$ cat src/rtl/hcbd_pkg.sv
// Shared types, codes and helpers for the chunked body decoder.
// No dependencies.
`default_nettype none

package hcbd_pkg;

  localparam int SIZE_BITS = 32;

  typedef logic [SIZE_BITS-1:0] size_t;

  typedef enum logic [2:0] {
    PH_LEAD    = 3'd0,
    PH_DIGITS  = 3'd1,
    PH_REST    = 3'd2,
    PH_DATA    = 3'd3,
    PH_SKIP    = 3'd4,
    PH_TRAILER = 3'd5
  } phase_t;

  typedef enum logic [1:0] {
    TL_EMPTY = 2'd0,
    TL_CR    = 2'd1,
    TL_OTHER = 2'd2
  } tline_t;

  typedef enum logic [1:0] {
    KIND_PAYLOAD  = 2'd0,
    KIND_COMPLETE = 2'd1,
    KIND_OVERFLOW = 2'd2
  } kind_t;

  localparam logic [7:0] CH_SPACE = 8'h20;
  localparam logic [7:0] CH_TAB   = 8'h09;
  localparam logic [7:0] CH_CR    = 8'h0d;
  localparam logic [7:0] CH_LF    = 8'h0a;

  localparam logic [1:0] SKIP_BYTES = 2'd2;

  typedef struct packed {
    logic       valid;
    logic [3:0] value;
  } hex_t;

  // Decode an ASCII hex digit; valid is low for any other byte.
  function automatic hex_t hex_decode(input logic [7:0] b);
    hex_t h;
    h.valid = 1'b1;
    h.value = 4'd0;
    if (b >= 8'h30 && b <= 8'h39) begin
      h.value = 4'(b - 8'h30);
    end else if (b >= 8'h61 && b <= 8'h66) begin
      h.value = 4'(b - 8'h57);
    end else if (b >= 8'h41 && b <= 8'h46) begin
      h.value = 4'(b - 8'h37);
    end else begin
      h.valid = 1'b0;
    end
    return h;
  endfunction

endpackage

`default_nettype wire

$ cat src/rtl/http_chunked_body_decoder.sv
// HTTP/1.1 chunked body decoder, top level.
// Depends on hcbd_pkg.
`default_nettype none

// Takes one body byte per cycle and keeps that rate for as long as the sink
// keeps up. Every byte is decoded in the cycle it is accepted, and any result
// lands in a single output register on acceptance. in_ready stays high while
// that register is empty or being taken. While a word waits on a stalled sink,
// every byte is held back, whether or not it would give a word. Size lines,
// chunk data, the two bytes after each chunk and trailer lines are tracked by
// a small phase machine. A size that would overflow saturates and raises an
// error word for every offending digit. The blank line closing the trailer
// raises a message-complete word.
module http_chunked_body_decoder
  import hcbd_pkg::*;
(
  input  wire logic       clk,
  input  wire logic       rst_n,
  input  wire logic       in_valid,
  output logic            in_ready,
  input  wire logic [7:0] in_data_byte,
  output logic            out_valid,
  input  wire logic       out_ready,
  output logic [1:0]      out_kind,
  output logic [7:0]      out_payload_byte,
  output logic            out_chunk_last
);

  phase_t     phase_r, phase_nxt;
  size_t      acc_r, acc_nxt;
  size_t      remain_r, remain_nxt;
  logic [1:0] skip_r, skip_nxt;
  tline_t     tline_r, tline_nxt;
  logic       digits_r, digits_nxt;

  logic       out_valid_r;
  kind_t      kind_r;
  logic [7:0] byte_r;
  logic       last_r;

  logic       res_valid;
  kind_t      res_kind;
  logic [7:0] res_byte;
  logic       res_last;

  logic       in_fire;
  hex_t       hex;
  logic       ovf;
  size_t      remain_dec;

  assign in_ready = !out_valid_r || out_ready;
  assign in_fire  = in_valid && in_ready;
  assign hex      = hex_decode(in_data_byte);
  // acc*16 + h exceeds the range exactly when the top nibble is non-zero
  assign ovf      = acc_r[SIZE_BITS-1 -: 4] != 4'd0;
  assign remain_dec = (remain_r != '0) ? remain_r - size_t'(1) : remain_r;

  // next state
  always_comb begin
    phase_nxt  = phase_r;
    acc_nxt    = acc_r;
    remain_nxt = remain_r;
    skip_nxt   = skip_r;
    tline_nxt  = tline_r;
    digits_nxt = digits_r;
    if (in_fire) begin
      unique case (phase_r)
        PH_LEAD, PH_DIGITS: begin
          if (phase_r == PH_LEAD &&
              (in_data_byte == CH_SPACE || in_data_byte == CH_TAB)) begin
            phase_nxt = PH_LEAD;
          end else if (hex.valid) begin
            phase_nxt  = PH_DIGITS;
            digits_nxt = 1'b1;
            acc_nxt    = ovf ? '1 : {acc_r[SIZE_BITS-5:0], hex.value};
          end else if (in_data_byte == CH_LF) begin
            if (digits_r && acc_r != '0) begin
              remain_nxt = acc_r;
              phase_nxt  = PH_DATA;
            end else begin
              tline_nxt = TL_EMPTY;
              phase_nxt = PH_TRAILER;
            end
            acc_nxt    = '0;
            digits_nxt = 1'b0;
          end else begin
            phase_nxt = PH_REST;
          end
        end
        PH_REST: begin
          if (in_data_byte == CH_LF) begin
            if (digits_r && acc_r != '0) begin
              remain_nxt = acc_r;
              phase_nxt  = PH_DATA;
            end else begin
              tline_nxt = TL_EMPTY;
              phase_nxt = PH_TRAILER;
            end
            acc_nxt    = '0;
            digits_nxt = 1'b0;
          end
        end
        PH_DATA: begin
          remain_nxt = remain_dec;
          if (remain_dec == '0) begin
            skip_nxt  = SKIP_BYTES;
            phase_nxt = PH_SKIP;
          end
        end
        PH_SKIP: begin
          skip_nxt = (skip_r != 2'd0) ? skip_r - 2'd1 : skip_r;
          if (skip_r <= 2'd1) begin
            phase_nxt = PH_LEAD;
          end
        end
        PH_TRAILER: begin
          if (in_data_byte == CH_LF) begin
            tline_nxt = TL_EMPTY;
            if (tline_r == TL_CR) begin
              phase_nxt = PH_LEAD;
            end
          end else if (in_data_byte == CH_CR && tline_r == TL_EMPTY) begin
            tline_nxt = TL_CR;
          end else begin
            tline_nxt = TL_OTHER;
          end
        end
        default: begin
          // unused codes behave as the start of a size line: resume there
          phase_nxt = PH_LEAD;
          if (in_data_byte != CH_SPACE && in_data_byte != CH_TAB) begin
            if (hex.valid) begin
              phase_nxt  = PH_DIGITS;
              digits_nxt = 1'b1;
              acc_nxt    = ovf ? '1 : {acc_r[SIZE_BITS-5:0], hex.value};
            end else if (in_data_byte == CH_LF) begin
              if (digits_r && acc_r != '0) begin
                remain_nxt = acc_r;
                phase_nxt  = PH_DATA;
              end else begin
                tline_nxt = TL_EMPTY;
                phase_nxt = PH_TRAILER;
              end
              acc_nxt    = '0;
              digits_nxt = 1'b0;
            end else begin
              phase_nxt = PH_REST;
            end
          end
        end
      endcase
    end
  end

  // result word for the byte being accepted
  always_comb begin
    res_valid = 1'b0;
    res_kind  = KIND_PAYLOAD;
    res_byte  = 8'd0;
    res_last  = 1'b0;
    unique case (phase_r)
      PH_DATA: begin
        res_valid = 1'b1;
        res_byte  = in_data_byte;
        res_last  = remain_dec == '0;
      end
      PH_TRAILER: begin
        if (in_data_byte == CH_LF && tline_r == TL_CR) begin
          res_valid = 1'b1;
          res_kind  = KIND_COMPLETE;
        end
      end
      PH_REST, PH_SKIP: begin
        res_valid = 1'b0;
      end
      default: begin
        // leading, digit and unused codes: error on a digit that overflows
        if (hex.valid && ovf &&
            !(phase_r == PH_LEAD &&
              (in_data_byte == CH_SPACE || in_data_byte == CH_TAB))) begin
          res_valid = 1'b1;
          res_kind  = KIND_OVERFLOW;
        end
      end
    endcase
  end

  always_ff @(posedge clk) begin
    if (!rst_n) begin
      phase_r     <= PH_LEAD;
      acc_r       <= '0;
      remain_r    <= '0;
      skip_r      <= 2'd0;
      tline_r     <= TL_EMPTY;
      digits_r    <= 1'b0;
      out_valid_r <= 1'b0;
    end else begin
      phase_r  <= phase_nxt;
      acc_r    <= acc_nxt;
      remain_r <= remain_nxt;
      skip_r   <= skip_nxt;
      tline_r  <= tline_nxt;
      digits_r <= digits_nxt;
      if (in_fire) begin
        out_valid_r <= res_valid;
      end else if (out_ready) begin
        out_valid_r <= 1'b0;
      end
    end
  end

  // hold the word until taken; load only on an accepted byte with a result
  always_ff @(posedge clk) begin
    if (in_fire && res_valid) begin
      kind_r <= res_kind;
      byte_r <= res_byte;
      last_r <= res_last;
    end
  end

  assign out_valid        = out_valid_r;
  assign out_kind         = kind_r;
  assign out_payload_byte = byte_r;
  assign out_chunk_last   = last_r;

  a_last_is_payload: assert property (@(posedge clk) disable iff (!rst_n)
    out_valid_r && last_r |-> kind_r == KIND_PAYLOAD)
    else $error("chunk_last set on a non-payload word");

  a_ready_when_empty: assert property (@(posedge clk) disable iff (!rst_n)
    !out_valid_r |-> in_ready)
    else $error("input stalled with an empty output register");

  a_data_gives_word: assert property (@(posedge clk) disable iff (!rst_n)
    in_fire && phase_r == PH_DATA |=> out_valid_r && kind_r == KIND_PAYLOAD)
    else $error("data byte produced no payload word");

  a_skip_two: assert property (@(posedge clk) disable iff (!rst_n)
    in_fire && phase_r == PH_SKIP && skip_r == SKIP_BYTES |=> phase_r == PH_SKIP)
    else $error("left the skip phase after one byte");

  a_acc_needs_digit: assert property (@(posedge clk) disable iff (!rst_n)
    !digits_r |-> acc_r == '0)
    else $error("size accumulator non-zero with no digits seen");

endmodule

`default_nettype wire
$ cat config.mk
export PLATFORM = sky130hd
export DESIGN_NAME = http_chunked_body_decoder
export DESIGN_NICKNAME = d
export VERILOG_FILES = /design/src/rtl/hcbd_pkg.sv /design/src/rtl/http_chunked_body_decoder.sv
export SDC_FILE = /design/constraint.sdc
export NUM_CORES = 1
export LEC_CHECK = 0
export BUFFER_PORTS_ARGS = -buffer_cell sky130_fd_sc_hd__buf_2
export CORE_MARGIN = 1
export CORE_UTILIZATION = 62
export DETAILED_ROUTE_END_ITERATION = 8
export PLACE_DENSITY = 0.81
export SETUP_SLACK_MARGIN = 0.05
export SLEW_MARGIN = 25
export SYNTH_ARGS = -nofsm -noshare
export SYNTH_HDL_FRONTEND = slang
export SYNTH_SLANG_ARGS = --single-unit
$ cat constraint.sdc
create_clock -name clk -period 4.2 [get_ports clk]
set_input_delay 0.42 -clock clk [delete_from_list [all_inputs] [get_ports clk]]
set_output_delay 0.42 -clock clk [all_outputs]
set_load 0.05 [all_outputs]
**After elaboration in Yosys (flattened, before gate mapping)**

Index checks and enable logic that the tools add are counted.
Widths: inputs -> output; s select.

- Bitwise operators: 3
- $add $sub $neg: 5
- Reduce and logical (&&, ||, !) cells: 39
- Magnitude comparators: 7
- Mux-type cells: 54
- Equal/unequal tests: 19

Operators by type and width:

| operator | count |
|---|---|
| $mux 32 | 11 |
| $pmux 32 s4 | 1 |
| $pmux 32 s3 | 1 |
| $reduce_bool 32->1 | 2 |
| $logic_not 32->1 | 1 |
| $sub 32x1->32 const B | 1 |
| $mux 3 | 10 |
| $eq 8x4->1 const B | 3 |
| $mux 2 | 10 |
| $ge 8x7->1 const B | 2 |
| $le 8x7->1 const B | 2 |
| $reduce_and 4->1 | 4 |
| $pmux 3 s5 | 1 |
| $ne 2x2->1 const B | 7 |
| $logic_and 1x1->1 | 12 |
| $mux 1 | 12 |
| $mux 4 | 3 |
| $reduce_bool 4->1 | 3 |
| $eq 8x6->1 const B | 1 |
| $ge 8x6->1 const B | 1 |
| $le 8x6->1 const B | 1 |
| $ne 8x4->1 const B | 1 |
| $ne 8x6->1 const B | 1 |
| $pmux 2 s2 | 2 |
| other kinds (20) | 34 |

- Output and inout port bits: 13
- Input port bits: 12
- Flip-flop bits (word level): 84
- Logic and storage cells: 137

**Logic depth before layout (Yosys ltp)**

Gate-level depths: netlist of run 1.

- Depth after elaboration: 10
- Depth in mapped cells: 11
- Mapped depth without buffers: 10

**Worst setup path after synthesis of run 1**

OpenSTA, ideal clock, no wires.

- Path type: register -> register
- Start point: register remain_r[0]
- End point: register phase_r[0]
- Slack: 1,102 ps
- Data required time: 4,078 ps
- Period minus slack after synthesis: 3,098 ps
- Library setup time: 122 ps
- Path buffers: 0
- Data arrival time: 2,976 ps
- Stages on the path, launching flop included: 11
- Cells stage by stage: dfxtp_1 inv_1 ha_1 or4b_4 or4b_4 nor3_4 o21ai_1 nand4b_1 nor4_2 a22oi_2 o311a_1

- Longest elaborated chain between the ends: 5
- Elaborated cells between the ends (all ways): 6
- Those cells by class: 1 x add/sub; 1 x eq/ne; 1 x mux; 3 x reduce/logical

RTL lines:

| element | RTL line | RTL |
|---|---|---|
| from (decl) | http_chunked_body_decoder.sv:31 | `size_t remain_r, remain_nxt;` |
| from (signal assigned) | http_chunked_body_decoder.sv:200 | `remain_r <= remain_nxt;` |
| $sub 32x1->32 / $reduce_bool 32->1 (equally long branches) | http_chunked_body_decoder.sv:56 | `assign remain_dec = (remain_r != '0) ? remain_r - size_t'(1) : remain_r;` |
| $mux 32 (*) | http_chunked_body_decoder.sv:56 |  |
| $logic_not 32->1 (*) | http_chunked_body_decoder.sv:105 | `if (remain_dec == '0) begin` |
| $ne 2x2->1 (no source line) (*) | n/a |  |
| $reduce_and 6->1 (no source line) (*) | n/a |  |
| to (signal assigned) | http_chunked_body_decoder.sv:198 | `phase_r <= phase_nxt;` |
| to (decl) | http_chunked_body_decoder.sv:29 | `phase_t phase_r, phase_nxt;` |

Mark *: on every way between the ends. The rest lies on a longest branch, timed or not.
A chain may end at the register's enable or synchronous reset.

**Worst setup path after layout of run 1**

Same ends and word-level chain as after synthesis.

==> results of run 1 <==
[cell families after synthesis]
family	after synthesis	synth area share, %
mux	5	0.933
xor+xnor	4	0.653
simple gates	322	31.1
fa+ha+maj	12	2.80
flops	84	33.4
compound gates	203	26.6
buf+inv	63	4.53
[synthesized netlist by cell type (10+ instances only)]
master	count
a211oi_1	31
a21boi_0	10
a21oi_1	26
a31oi_1	14
and2_1	10
and3_1	12
clkbuf_1	41
dfxtp_1	73
edfxtp_1	11
ha_1	12
inv_1	15
nand2_1	50
nand3_1	21
nand4_1	12
nor2_1	106
nor2b_1	12
nor3_1	25
nor4_1	19
o21ai_0	46
o31ai_1	10
or3_1	11
or4_1	14
[state kept, by name, summed over array words and instances (netlist names)]
signal and cells:
acc_r 32, remain_r 32, out_payload_byte 8, phase_r 3, out_kind 2, skip_r 2, tline_r 2, digits_r 1
out_chunk_last 1, out_valid 1
[final cells by class]
cell class	count	area (um2)	share of cell area [%]
Multi-Input combinational cell	546	3340	58.1
Clock buffer	10	149	2.59
Clock inverter	5	57.6	1.00
Sequential cell	84	1790	31.2
Tap cell	105	131	2.28
Timing Repair Buffer	38	225	3.92
Inverter	15	56.3	0.979
[worst max-delay path: cells and delay by family (launching register included)]
family / cells / cell delay (ns)
simple gates: 5 / 2.21
compound gates: 3 / 0.72
flops: 1 / 0.37
fa+ha+maj: 1 / 0.27
buf+inv: 1 / 0.12
[metal layers]
metal  share of wire [%]  track usage [%]  vias up
li1                    -                -     2613
met1                  43             56.0     2631
met2                  43             54.6      368
met3                  11             6.54       48
met4                 3.0             12.8        0
met5                   0                0        -
[power groups by stage]
stage	sequential, mW	clock (mW)	combinational (mW)
6_report	0.925	0.631	1.44
4_1_cts	0.921	0.629	1.39
5_1_grt	0.931	0.659	1.54
2_1_floorplan	0.905	0	1.03
3_5_place_dp	0.939	0	1.38
3_3_place_gp	0.936	0	1.37
[through the flow]
| step | area (um2) | power, mW | setup slack [ns] | std cells |
|---|---|---|---|---|
| after floorplan | 5360 | 1.93 | 1.10 | 693 |
| after global routing | 5750 | 3.13 | 0.258 | 803 |
| after detailed placement | 5540 | 2.32 | 0.577 | 788 |
| after CTS | 5750 | 2.94 | 0.538 | 803 |
| after global placement | 5540 | 2.31 | 0.722 | 788 |
| final | 5750 | 2.99 | 0.398 | 803 |
[worst max path at each step]
stage | from | to | slack [ns]
detailed placement | remain_r[0] | phase_r[0] | 0.58
global placement | remain_r[0] | phase_r[0] | 0.72
finish | remain_r[0] | phase_r[0] | 0.40
global route | remain_r[0] | phase_r[0] | 0.26
CTS | remain_r[0] | phase_r[0] | 0.54
floorplan | remain_r[0] | phase_r[0] | 1.10
==> out/qor.csv, run 1 <==
stage;metric;value;unit
clock_network;cts_buffers;9;
power_and_ir_drop;comb_power_share;48.0;%
setup_path;required;4.45;ns
logic_synthesis;synthArstFlopShare;0;%
timing;fmax;263;MHz
drt;antenna_left;0;
power_and_ir_drop;clockPowerShare;21.1;%
worst_hold_path;hp-start;out_ready;
timing;tns;0;ns
setup_path;crit_top_cell;nand4_1;
die;ios;25;
clock_network;cts_htree_levels;3;
global_route;first_global_vias;4906;
drt;first_pass_iters;5;
clock_network;clkTransAtPathRegs;0.09;ns
final_layout;final_common_cell;nor2_1;
global_route;grt_start_max_net_pins;66;
run_status;status;complete, no violations;
timing;relSlewSlack;31.4;%
drt;drc;0;
logic_synthesis;syn_area;5360;um2
global_route;gr-total-overflow;0;
drt;first_iter_violations;803;
global_route;grt_pass1_wl;26000;um
logic_synthesis;synth.distinct_cells;67;
clock_network;cts.path.max_buffers;2;
setup_path;crit_fanout;9;
final_layout;syn2layout_area_growth;7.23;%
die;start_util;64.6;%
setup_path;path_cells;inv_1 -> ha_1 -> nor3b_1 -> nand4_1 -> or4_1 -> o21ai_0 -> nand4_1 -> nor4_2 -> a22oi_2 -> o311a_1;
logic_synthesis;avgSynthCellArea;7.74;um2
logic_synthesis;synth-warning-count;0;
power_and_ir_drop;leakage;2.15;nW
logic_synthesis;synthFlopType;dfxtp_1;
clock_network;cts_sinks;84;
timing;rsz0062_at_grt;no;
logic_synthesis;synth.largest_area_cell;dfxtp_1;
timing;setup_viol;0;
die;die_h;95.0;um
setup_path;cp-end-kind;register;
setup_path;cpPeakStageDelay;0.65;ns
power_and_ir_drop;swShare;44.1;%
placement;hpwl;12000;um
power_and_ir_drop;p_seq_share;30.9;%
setup_path;r2r-start;remain_r[0];
setup_path;reg2reg_to;phase_r[0];
logic_synthesis;yosysSeqAreaShare;33.4;%
worst_hold_path;hp-class;in2reg;
logic_synthesis;postSynthCellCount;693;
clock_network;cts_hold_buf;0;
setup_path;criticalPathCategory;reg2reg;
timing;timing.hold.ws;0.411;ns
drt;drt-vias-per-instance;7.05;
global_route;grtUsageTotal;37.7;%
die;die_w;95.0;um
die;core;8300;um2
final_layout;layout-drive-gt1-share;10.9;%
power_and_ir_drop;power.switching;1.32;mW
placement;port-buffer-count;24;
drt;vias;5660;
timing;post-route-period-util;90.5;%
clock_network;root_buffer;clkbuf_8;
logic_synthesis;synth_edf_count;11;
final_layout;postLayoutCoreUtil;69.3;%
setup_path;cp_slowest_cell;or4_1;
power_and_ir_drop;worst_ir_drop_vdd;291;uV
clock_network;clock_latency;0.36;ns
final_layout;diodes;0;
power_and_ir_drop;internal_power;1.67;mW
logic_synthesis;post-synth-top-area-fraction;27.2;%
die;die-area;9030;um2
drt;wl_per_cell;20.6;um
placement;routabilityCongestion;0.973;
setup_path;arrival;4.06;ns
timing;fin_crit;3.80;ns
timing;skew;0.00981;ns
final_layout;final_cell_mix;nor2_1 (106), dfxtp_1 (73), nand2_1 (49), o21ai_0 (45), a211oi_1 (31);
logic_synthesis;synthTopCellsByArea;dfxtp_1 (27%), nor2_1 (7.4%), edfxtp_1 (6.2%);
job;cap_violations;0;
logic_synthesis;synth_nets;717;
worst_hold_path;hold_depth;3;
setup_path;reg2regPathDepth;10;
power_and_ir_drop;powerDensity;520;nW/um2
logic_synthesis;synth-seq-cells;84;
worst_hold_path;holdPathEnd;out_valid;
timing;finalMaxSlewViolations;0;
clock_network;post_cts_resized;0;
global_route;antenna_found_initial;0;
setup_path;r2r_slack;0.40;ns
drt;wl;16600;um
setup_path;crit_path_start_kind;register;
final_layout;final_nets;718;
clock_network;cts_tree;done;
final_layout;num-fill-cells;692;
timing;tightestPinTransition;1.02;ns
clock_network;cts_setup_buffers;0;
die;num_rows;33;
timing;finalHoldViolations;0;
Note: power is estimated with default switching activity, not from simulation.
==> run 2, diff against run 1 <==
--- a/config.mk
+++ b/config.mk
@@ -7,9 +7,11 @@
 export LEC_CHECK = 0
 export BUFFER_PORTS_ARGS = -buffer_cell sky130_fd_sc_hd__buf_2
 export CORE_MARGIN = 1
-export CORE_UTILIZATION = 62
+export CORE_UTILIZATION = 40
+export CTS_CLUSTER_SIZE = 16
 export DETAILED_ROUTE_END_ITERATION = 8
-export PLACE_DENSITY = 0.81
+export GPL_ROUTABILITY_DRIVEN = 0
+export PLACE_DENSITY = 0.57
 export SETUP_SLACK_MARGIN = 0.05
 export SLEW_MARGIN = 25
 export SYNTH_ARGS = -nofsm -noshare
==> run 2 against run 1 <==
Effect of this change: critical endpoint unchanged; non-clock buffer count shrank 5; final area increased by 2.4%; clock skew is essentially flat; setup slack better by 0.10 ns; critical path type unchanged; highest routed layer unchanged; global-route usage down 14 points.
==> out/qor.csv, run 2 (synthesis results as in run 1) <==
stage;metric;value;unit;change
global_route;antenna_found_initial;0;;unchanged
global_route;grtUsageTotal;23.7;%;was 37.7%
clock_network;cts_sinks;84;;unchanged
clock_network;root_buffer;clkbuf_16;;was clkbuf_8
clock_network;cts_tree;done;;unchanged
setup_path;cp-end-kind;register;;unchanged
clock_network;clkTransAtPathRegs;0.06;ns;was 0.09 ns
die;die_h;118;um;was 95.0 um
timing;tns;0;ns;unchanged
placement;port-buffer-count;24;;unchanged
clock_network;cts_setup_buffers;0;;unchanged
setup_path;r2r-start;remain_r[0];;unchanged
die;die_w;118;um;was 95.0 um
setup_path;path_cells;inv_1 -> ha_1 -> nor3b_1 -> nand4_1 -> or4_1 -> o21ai_0 -> nand4_1 -> nor4_2 -> a22oi_2 -> o311a_1;;unchanged
die;core;12800;um2;was 8300 um2
drt;first_iter_violations;627;;was 803
clock_network;cts_hold_buf;0;;unchanged
final_layout;postLayoutCoreUtil;45.9;%;was 69.3%
drt;wl;16300;um;was 16600 um
setup_path;crit_top_cell;nand4_1;;unchanged
final_layout;num-fill-cells;1310;;was 692
timing;setup_viol;0;;unchanged
final_layout;final_common_cell;nor2_1;;unchanged
global_route;grt_start_max_net_pins;66;;unchanged
clock_network;cts_buffers;9;;unchanged
final_layout;instances_no_fill;866;;was 803
timing;tightestPinTransition;0.934;ns;was 1.02 ns
placement;dp.cells;850;;was 788
drt;wl_per_cell;18.8;um;was 20.6 um
run_status;status;complete, no violations;;unchanged
timing;relSlewSlack;37.8;%;was 31.4%
setup_path;startpoint;remain_r[0];;unchanged
global_route;grt_pass1_wl;26200;um;was 26000 um
setup_path;cp_slowest_cell;or4_1;;unchanged
clock_network;cts_htree_levels;3;;unchanged
setup_path;criticalPathCategory;reg2reg;;unchanged
setup_path;crit_fanout;9;;unchanged
clock_network;post_cts_resized;0;;unchanged
final_layout;syn2layout_area_growth;9.82;%;was 7.23%
timing;finalHoldViolations;0;;unchanged
job;cap_violations;0;;unchanged
clock_network;clock_latency;0.35;ns;was 0.36 ns
timing;post-route-period-util;88.0;%;was 90.5%
final_layout;final_nets;713;;was 718
setup_path;required;4.43;ns;was 4.45 ns
timing;skew;0.00936;ns;was 0.00981 ns
timing;rsz0062_at_grt;no;;unchanged
global_route;first_global_vias;4736;;was 4906
final_layout;final_cell_mix;nor2_1 (106), dfxtp_1 (73), nand2_1 (49), o21ai_0 (45), a211oi_1 (31);;unchanged
drt;antenna_left;0;;unchanged
setup_path;reg2reg_to;phase_r[0];;unchanged
power_and_ir_drop;worst_ir_drop_vdd;263;uV;was 291 uV
setup_path;reg2regPathDepth;10;;unchanged
placement;hpwl;11400;um;was 12000 um
timing;fin_crit;3.70;ns;was 3.80 ns
die;die-area;13900;um2;was 9030 um2
drt;vias;5437;;was 5660
power_and_ir_drop;powerDensity;524;nW/um2;was 520 nW/um2
setup_path;arrival;3.93;ns;was 4.06 ns
drt;first_pass_iters;5;;unchanged
drt;drt-vias-per-instance;6.28;;was 7.05
setup_path;r2r_slack;0.50;ns;was 0.40 ns
timing;timing.hold.ws;0.430;ns;was 0.411 ns
setup_path;crit_path_start_kind;register;;unchanged
die;start_util;41.8;%;was 64.6%
drt;drc;0;;unchanged
power_and_ir_drop;leakage;2.16;nW;was 2.15 nW
setup_path;cpPeakStageDelay;0.60;ns;was 0.65 ns
worst_hold_path;hp-class;in2reg;;unchanged
global_route;gr-total-overflow;0;;unchanged
final_layout;diodes;0;;unchanged
clock_network;cts.path.max_buffers;2;;unchanged
die;ios;25;;unchanged
timing;fmax;270;MHz;was 263 MHz
timing;finalMaxSlewViolations;0;;unchanged
die;num_rows;41;;was 33
setup_path;setup.worst_path.end;phase_r[0];;unchanged
final_layout;layout-drive-gt1-share;10.1;%;was 10.9%
[run 2: cell type report]
| cell class | instances | area (um2) | area share (%) |
|---|---|---|---|
| Multi-Input combinational cell | 546 | 3350 | 56.8 |
| Clock inverter | 2 | 17.5 | 0.297 |
| Sequential cell | 84 | 1790 | 30.4 |
| Inverter | 15 | 56.3 | 0.956 |
| Timing Repair Buffer | 33 | 188 | 3.19 |
| Tap cell | 172 | 215 | 3.65 |
| Clock buffer | 14 | 275 | 4.67 |
[run 2: stage by stage]
step	area (um2)	total power, mW	worst slack [ns]
after floorplan	5360	1.93	1.10
after global placement	5590	2.26	0.723
after detailed placement	5590	2.27	0.672
after CTS	5880	3.06	0.611
after global routing	5890	3.27	0.243
final	5890	3.09	0.503
[run 2: worst min path at each step]
| stage | from | end | slack (ns) | cells after the start |
|---|---|---|---|---|
| 2_1_floorplan | tline_r[1] | tline_r[1] | 0.45 | 2 |
| 3_3_place_gp | tline_r[1] | tline_r[1] | 0.47 | 2 |
| 3_5_place_dp | tline_r[1] | tline_r[1] | 0.49 | 2 |
| 4_1_cts | in_data_byte[4] | out_payload_byte[4] | 0.42 | 2 |
| 5_1_grt | in_data_byte[4] | out_payload_byte[4] | 0.44 | 2 |
| 6_report | in_data_byte[4] | out_payload_byte[4] | 0.43 | 2 |
[run 2: power by group]
group          internal [mW]  total (mW)  switching [mW]
clock network          0.456       0.780           0.324
logic                  0.490        1.37           0.884
registers              0.853       0.931          0.0783
total                   1.80        3.09            1.29
[run 2: metal layers]
| metal | routed length, um | track usage [%] | up-vias |
|---|---|---|---|
| met2 | 6830 | 33.1 | 232 |
| met4 | 425 | 7.37 | 0 |
| met3 | 1350 | 5.09 | 40 |
| met1 | 7670 | 35.5 | 2546 |
| met5 | 0 | 0 | - |
| li1 | - | - | 2619 |
[run 2: worst max-delay path: cells and delay by family, from the launching register on]
family | cells | cell delay, ns
AO/OA/AOI/OAI | 3 | 0.74
adder cells (fa/ha/maj) | 1 | 0.28
buffers and inverters | 1 | 0.12
flip-flops | 1 | 0.35
AND/OR/NAND/NOR | 5 | 2.10
==> run 3, diff against run 2 <==
--- a/config.mk
+++ b/config.mk
@@ -12,6 +12,7 @@
 export DETAILED_ROUTE_END_ITERATION = 8
 export GPL_ROUTABILITY_DRIVEN = 0
 export PLACE_DENSITY = 0.57
+export REMOVE_ABC_BUFFERS = 1
 export SETUP_SLACK_MARGIN = 0.05
 export SLEW_MARGIN = 25
 export SYNTH_ARGS = -nofsm -noshare
==> run 3 against run 2 <==
Effect of this change: fmax up 1.2%; count of clock-buffer cells in the layout down 5; clock power up 7.3%; non-clock buffer count up 3; critical path depth unchanged; critical path type unchanged; critical endpoint unchanged; highest routed layer unchanged.
==> out/qor.csv, run 3 (synthesis results as in run 1) <==
stage;metric;value;unit;change
setup_path;crit_fanout;9;;unchanged
clock_network;cts_htree_levels;3;;unchanged
timing;rsz0062_at_grt;no;;unchanged
die;core;12800;um2;unchanged
timing;tightestPinTransition;0.940;ns;was 0.934 ns
worst_hold_path;hp-start;in_data_byte[5];;was in_data_byte[4]
setup_path;criticalPathCategory;reg2reg;;unchanged
worst_hold_path;hp-class;in2reg;;unchanged
clock_network;root_buffer;clkbuf_16;;unchanged
clock_network;cts_buffers;9;;unchanged
clock_network;clock_latency;0.35;ns;about the same
setup_path;required;4.44;ns;was 4.43 ns
die;die_w;118;um;unchanged
drt;vias;5473;;was 5437
timing;fmax;274;MHz;was 270 MHz
drt;drt-vias-per-instance;6.30;;was 6.28
setup_path;r2r-start;remain_r[0];;unchanged
die;start_util;41.8;%;unchanged
final_layout;num-fill-cells;1278;;was 1310
die;die-area;13900;um2;unchanged
clock_network;cts.path.max_buffers;2;;unchanged
worst_hold_path;holdPathEnd;out_payload_byte[5];;was out_payload_byte[4]
drt;wl;16200;um;was 16300 um
global_route;grt_pass1_wl;26000;um;was 26200 um
final_layout;syn2layout_area_growth;10.5;%;was 9.82%
final_layout;final_nets;716;;was 713
die;num_rows;41;;unchanged
power_and_ir_drop;powerDensity;531;nW/um2;was 524 nW/um2
timing;fin_crit;3.65;ns;was 3.70 ns
final_layout;layout-drive-gt1-share;10.9;%;was 10.1%
placement;port-buffer-count;24;;unchanged
die;die_h;118;um;unchanged
global_route;gr-total-overflow;0;;unchanged
worst_hold_path;hold_depth;2;;unchanged
setup_path;crit_path_start_kind;register;;unchanged
setup_path;arrival;3.90;ns;was 3.93 ns
global_route;first_global_vias;4977;;was 4736
timing;relSlewSlack;37.4;%;was 37.8%
placement;pre_cts_ws;0.618;ns;was 0.672 ns
drt;first_iter_violations;532;;was 627
placement;hpwl;11500;um;was 11400 um
power_and_ir_drop;worst_ir_drop_vdd;216;uV;was 263 uV
setup_path;r2r_slack;0.55;ns;was 0.50 ns
timing;setup_ws;0.546;ns;was 0.503 ns
clock_network;cts_tree;done;;unchanged
final_layout;diodes;0;;unchanged
clock_network;cts_sinks;84;;unchanged
run_status;status;complete, no violations;;unchanged
die;ios;25;;unchanged
timing;tns;0;ns;unchanged
global_route;grt_start_max_net_pins;66;;unchanged
timing;setup_viol;0;;unchanged
job;cap_violations;0;;unchanged
setup_path;reg2reg_to;phase_r[0];;unchanged
clock_network;clkTransAtPathRegs;0.07;ns;was 0.06 ns
clock_network;cts_hold_buf;0;;unchanged
drt;drc;0;;unchanged
timing;skew;0.00600;ns;was 0.00936 ns
timing;post-route-period-util;87.0;%;was 88.0%
timing;finalHoldViolations;0;;unchanged
global_route;grtUsageTotal;23.5;%;was 23.7%
setup_path;cp-end-kind;register;;unchanged
clock_network;post_cts_resized;0;;unchanged
drt;wl_per_cell;18.7;um;was 18.8 um
power_and_ir_drop;leakage;2.18;nW;was 2.16 nW
global_route;antenna_found_initial;0;;unchanged
drt;antenna_left;0;;unchanged
final_layout;final_common_cell;nor2_1;;unchanged
timing;finalMaxSlewViolations;0;;unchanged
setup_path;reg2regPathDepth;10;;unchanged
clock_network;cts_setup_buffers;0;;unchanged
final_layout;final_cell_mix;nor2_1 (106), dfxtp_1 (73), nand2_1 (49), o21ai_0 (45), a211oi_1 (31);;unchanged
drt;first_pass_iters;5;;unchanged
[run 3: cell count changes in the layout (fill, tap and decap cells not counted)]
cell,before,now
clkbuf_8,1,0
inv_6,0,1
clkinvlp_4,0,1
clkbuf_16,10,9
clkinv_4,2,0
clkbuf_1,3,0
inv_4,0,2
buf_4,9,12
inv_8,0,2
bufinv_16,0,1
[run 3: worst max-delay path by stage]
stage	depth (start not counted)	endpoint	from
after floorplan	7	acc_r[0]	in_data_byte[0]
after global placement	10	phase_r[0]	remain_r[0]
after detailed placement	11	phase_r[0]	remain_r[0]
after CTS	11	phase_r[0]	remain_r[0]
after global routing	10	phase_r[0]	remain_r[0]
final	10	phase_r[0]	remain_r[0]
[run 3: cell type report]
cell class,instances,area (um2),share of cell area [%]
multi-input cells,546,3350,56.5
clock inverters,7,81.3,1.37
repair buffers,36,210,3.55
well taps,172,215,3.63
clock buffers,9,225,3.80
inverters,15,56.3,0.950
flip-flops and latches,84,1790,30.2
[run 3: routing by layer]
metal / vias to the layer above / routed length (um) / track usage [%]
met3: 47 / 1320 / 4.75
met1: 2528 / 7450 / 33.1
li1: 2621 / - / -
met5: - / 0 / 0
met4: 0 / 457 / 8.73
met2: 277 / 7000 / 35.2
[run 3: through the flow]
| stage | instances | util, % | cell area, um2 | power (mW) | hold slack [ns] |
|---|---|---|---|---|---|
| after floorplan | 645 | - | 5180 | 1.90 | 0.455 |
| after global placement | 853 | 43.8 | 5610 | 2.27 | 0.473 |
| after detailed placement | 853 | 43.8 | 5610 | 2.28 | 0.486 |
| after CTS | 869 | 46.2 | 5920 | 3.12 | 0.419 |
| after global routing | 869 | 46.2 | 5930 | 3.31 | 0.439 |
| final | 869 | 46.2 | 5930 | 3.15 | 0.430 |
[run 3: report_power, final]
group          switching, mW  internal (mW)
Sequential            0.0768          0.853
Clock                  0.365          0.472
Combinational          0.885          0.497
Total                   1.33           1.82
[run 3: critical path: stages (launching register included)]
cell     delay (ns)
dfxtp_1        0.36
inv_1          0.13
ha_1           0.28
nor3b_1        0.50
nand4_1        0.45
or4_1          0.60
o21ai_0        0.20
nand4_1        0.13
nor4_2         0.39
a22oi_2        0.14
o311a_1        0.38
